<file path="src/design/rspm_pkg.sv">
// rspm_pkg: shared types, codes and field widths of the route sensor progress monitor
// depends on nothing; used by every design file through scoped names
package rspm_pkg;

   // default route table depth
   localparam int ROUTE_DEPTH_DEF = 256;

   // stream widths
   localparam int REQ_DATA_W = 88;
   localparam int REQ_USER_W = 2;
   localparam int RSP_DATA_W = 104;
   localparam int CSR_ADDR_W = 2;
   localparam int CSR_DATA_W = 32;

   // field widths
   localparam int OFF_W  = 8;
   localparam int NODE_W = 8;
   localparam int DIST_W = 20;
   localparam int SEQ_W  = 32;
   localparam int LEN_W  = 9;
   localparam int MEM_W  = DIST_W + NODE_W + 1 + NODE_W;

   // request kinds carried in tuser
   localparam logic [1:0] FUNC_LOAD  = 2'd0;
   localparam logic [1:0] FUNC_START = 2'd1;
   localparam logic [1:0] FUNC_EVENT = 2'd2;

   // result classification codes
   localparam logic [1:0] CLS_NORMAL    = 2'd0;
   localparam logic [1:0] CLS_MISSING   = 2'd1;
   localparam logic [1:0] CLS_SPURIOUS  = 2'd2;
   localparam logic [1:0] CLS_DUPLICATE = 2'd3;

   // register indexes on the csr channel
   localparam logic [1:0] REG_ORIGIN   = 2'd0;
   localparam logic [1:0] REG_TERMINAL = 2'd1;
   localparam logic [1:0] REG_LENGTH   = 2'd2;
   localparam logic [1:0] REG_BASE_SEQ = 2'd3;

   // "none" markers of the signed result fields
   localparam logic [8:0]  NONE9  = 9'h1FF;
   localparam logic [20:0] NONE21 = 21'h1FFFFF;

   // controller states
   typedef enum logic [1:0] {
      S_IDLE,
      S_SCAN,
      S_RESP
   } state_type;

   // controller to datapath
   typedef struct packed {
      logic accept;
      logic scan_init;
      logic scan;
      logic finish;
   } cmd_type;

   // datapath to controller
   typedef struct packed {
      logic need_scan;
      logic scan_done;
      logic slot_free;
   } sts_type;

endpackage

</file>
<file path="src/design/rspm_ctrl.sv">
// rspm_ctrl: sequencing state machine of the monitor (idle, table scan, result)
// depends on rspm_pkg for the state type and the command and status structs
module rspm_ctrl (
   input  logic              clock,
   input  logic              reset,
   input  logic              req_tvalid,
   output logic              req_tready,
   input  rspm_pkg::sts_type sts,
   output rspm_pkg::cmd_type cmd
);

   rspm_pkg::state_type state_ff, state_in;

   // state register
   always_ff @(posedge clock) begin
      if (reset) begin
         state_ff <= rspm_pkg::S_IDLE;
      end else begin
         state_ff <= state_in;
      end
   end

   // next state and commands
   always_comb begin
      state_in      = state_ff;
      req_tready    = 1'b0;
      cmd.accept    = 1'b0;
      cmd.scan_init = 1'b0;
      cmd.scan      = 1'b0;
      cmd.finish    = 1'b0;
      unique case (state_ff)
         rspm_pkg::S_IDLE: begin
            req_tready = 1'b1;
            if (req_tvalid) begin
               cmd.accept    = 1'b1;
               cmd.scan_init = sts.need_scan;
               state_in      = sts.need_scan ? rspm_pkg::S_SCAN : rspm_pkg::S_RESP;
            end
         end
         rspm_pkg::S_SCAN: begin
            cmd.scan = 1'b1;
            if (sts.scan_done) begin
               state_in = rspm_pkg::S_RESP;
            end
         end
         rspm_pkg::S_RESP: begin
            if (sts.slot_free) begin
               cmd.finish = 1'b1;
               state_in   = rspm_pkg::S_IDLE;
            end
         end
         default: state_in = rspm_pkg::S_IDLE;
      endcase
   end

endmodule

</file>
<file path="config.mk">
export PLATFORM = sky130hd
export DESIGN_NAME = rspm_ctrl
export DESIGN_NICKNAME = d
export VERILOG_FILES = /design/src/design/rspm_pkg.sv /design/src/design/rspm_ctrl.sv
export SDC_FILE = /design/constraint.sdc
export NUM_CORES = 1
export LEC_CHECK = 0
export BUFFER_PORTS_ARGS = -buffer_cell sky130_fd_sc_hd__buf_4
export CAP_MARGIN = 20
export CORE_AREA = 2 2 39 41
export CTS_CLUSTER_SIZE = 30
export DETAILED_ROUTE_END_ITERATION = 7
export DIE_AREA = 0 0 41 43
export PLACE_DENSITY = 0.38
export SLEW_MARGIN = 20
export SYNTH_ARGS = -nofsm -noshare
export SYNTH_HDL_FRONTEND = slang
export SYNTH_SLANG_ARGS = --single-unit
</file>
<file path="constraint.sdc">
create_clock -name clock -period 3.3 [get_ports clock]
set_clock_uncertainty 0.15 [all_clocks]
set_input_delay 0.495 -clock clock [delete_from_list [all_inputs] [get_ports clock]]
set_output_delay 0.495 -clock clock [all_outputs]
set_load 0.02 [all_outputs]
</file>
==> key figures <==
Timing
  • Total negative slack: 0 ps
  • Min cycle time layout: between 1500 and 2000 ps
  • Endpoints failing setup: 0
  • Fin. max-slew vios: 0
  • Fmax: 551.1 MHz
  • Worst Tran Pin Value: around 240 ps
  • Final hold viol count: 0
  • Max_slew headroom: between 80 and 90%
  • Final period util: a little over half
  • RSZ-0062 raised after global routing: false

Yosys
  • Yosys warnings: 0
  • Mapped cell area: between 100 and 150 µm²
  • Mean post-synth cell area: around 8.6 µm²
  • Post-synth top area cell: dfxtp_1
  • Area share of the largest cell type after synthesis: roughly 31%
  • Post-synth top cells: 2 x dfxtp_1, 2 x nand3b_1, 2 x nor2_1
  • Syn Nets: 21
  • Synthesized instance count: 15
  • Seq/Total Area, Yosys: just over 30%
  • Synth Register Bits: 2
  • Post-synth ARST share: 0%
  • Main flop type after synthesis: dfxtp_1
  • Number of distinct library cells after synthesis: 12
  • Post-synth EDFFs: 0
  • Largest cells by area after synthesis: dfxtp_1 31%, nand3b_1 12%, or4b_1 7.8%

Global route
  • Vias in the first global route: 148
  • Gr usage total: under 10%
  • Pin count of the biggest net entering global routing: 10
  • Congestion Overflow GR: 0
  • Initial antenna violation count: 0
  • First-pass GRT wire length: between 600 and 700 µm

Critical path
  • Critical R2R Launch: state_ff[0]
  • Setup crit start: state_ff[0]
  • Reg2reg path depth: 2
  • Setup crit start kind: flip-flop
  • Crit path DAT: 1170 ps
  • Worst Setup End Kind: output port
  • CP Class: reg -> out
  • Worst EP required: 2650 ps
  • Crit Path Max Fanout: 9

Pwr
  • P_leak: approximately 0.11 nW
  • Internal Pwr Total: roughly 0.08 mW
  • Switching part of the total: roughly a quarter
  • Clk pwr share: between 40% and 50%
  • Peak supply drop: 98.27 µV
  • Total Power: about 0.11 mW
  • Total net switching power: 0.02764 mW
  • Part of the power in combinational logic: about 24%
  • Power Density: around 440 mW/mm²
  • Sequential Power Share: 26.9%

Layout
  • Fill cells: 159
  • Top flop regs: state_ff (2)
  • Layout cells sized above 1: approximately 54%
  • Layout Nets: 36
  • Antenna diode count: 0
  • Finished Layout Cells: 44
  • Final Util: between 10% and 20%
  • Largest Register: state_ff
  • Area grow syn2layout: 91.26%
  • Design area: between 200 and 250 µm²
  • Max FFs per register: 2

Die
  • Starting Density: 9.313%
  • Die ar.: roughly 0.0018 mm²
  • # IOs: 11
  • Core ar.: 0.001384 mm²
  • Die width: between 40 and 50 µm
  • Num rows: 14
  • Die height: between 40 and 50 µm

CTS
  • Skew-Pair Late Insertion Delay: around 220 ps
  • CTS Sinks: 2
  • Clock Tree Buf Depth: 2
  • Post-CTS setup buffer count: 0
  • Hold buffers post-CTS: 0
  • Post-cts sizing count: 0
  • Num CTS Buffers: 3
  • Clk pin slew, worst setup/hold paths: 30 ps
  • CTS Root Cell: clkbuf_4
  • H-tree lvl count: 1
  • TritonCTS clock tree: yes

Route
  • Pre-Repair DR Iteration Count: 3
  • Final wirelength: approximately 400 µm
  • Final ANT Viol Nets: 0
  • Via count: 167
  • DRC: 0
  • Initial DRC Count: 3
  • WL/cell: around 9.1 µm
  • Drt via density: approximately 3.8

Outcome
  • Status: completed

Place
  • Routability Congestion: 0.5806
  • Port bufs: 10
  • Post-Place Cells: 41
  • Dpl cell area: approximately 220 µm²

Worst hold path
  • Hold path depth: 2
  • Worst min-delay path startpoint: reset
  • Hold Path Class: in -> reg

Run
  • Max Cap Viol: 0
==> layer usage <==
metal	wire length, µm	global-route usage (%)	share of wire, %	up-vias
met5	0	0	0	-
met4	25	10.00	6.3	0
met3	55	3.665	14	4
met2	127	5.625	32	13
met1	191	7.348	48	67
li1	-	-	-	83
==> per-stage QoR <==
stage                     setup slack, ps  hold slack, ps
after floorplan                      1270           340.8
after global placement               1515           394.4
after detailed placement             1533           401.2
after CTS                            1470           279.0
after global routing                 1346           282.7
final                                1486           286.5
==> path summary, 6_finish.rpt <==
| kind | end | slack [ps] |
|---|---|---|
| worst max-delay path | cmd[2] | 1490 |
| worst min-delay path | state_ff[1] | 290 |
| worst max register to register | state_ff[1] | 2010 |
| worst min register to register | state_ff[0] | 390 |
==> worst max-delay path, cell delays in order (launching register included) <==
cell	delay, ps
dfxtp_1	360
nor3b_1	280
and2_1	170
buf_4	140
==> layout make-up <==
cell class              count  area (µm²)  share of cell area (%)
multi-input cells          13       88.84                   36.04
repair buffers             10       75.07                   30.46
flip-flops and latches      2       40.04                   16.24
clock buffers               3       22.52                   9.137
well taps                  16       20.02                   8.122
==> cells by family (layout without fill, tap and decap cells) <==
| logic type | Yosys count | in the layout | share of synthesized area [%] |
|---|---|---|---|
| and+or+nand+nor | 11 | 11 | 58.26 |
| AOI/OAI and AO/OA | 2 | 2 | 10.68 |
| DFF | 2 | 2 | 31.07 |
| buffers and inverters | 0 | 13 | 0 |
==> layout by cell type (no fill, tap or decap) <==
master | synthesis | routed
and2b_2 | 1 | 1
nand2_1 | 1 | 1
buf_4 | 0 | 10
a31oi_1 | 1 | 1
nor2_1 | 2 | 2
nand3b_1 | 2 | 2
or3b_2 | 1 | 1
a211oi_1 | 1 | 1
or2b_1 | 1 | 1
nor3b_1 | 1 | 1
and2_1 | 1 | 1
or4b_1 | 1 | 1
clkbuf_4 | 0 | 3
dfxtp_1 | 2 | 2
==> power by group through the flow <==
stage / Sequential (mW) / Clock (mW) / Combinational, mW
floorplan: 0.0285 / 0 / 0.0131
global placement: 0.0292 / 0 / 0.0263
detailed placement: 0.0294 / 0 / 0.0261
CTS: 0.0291 / 0.0558 / 0.0263
global route: 0.0295 / 0.0595 / 0.0282
finish: 0.0290 / 0.0529 / 0.0260
Power figures use the tool's default switching activity.
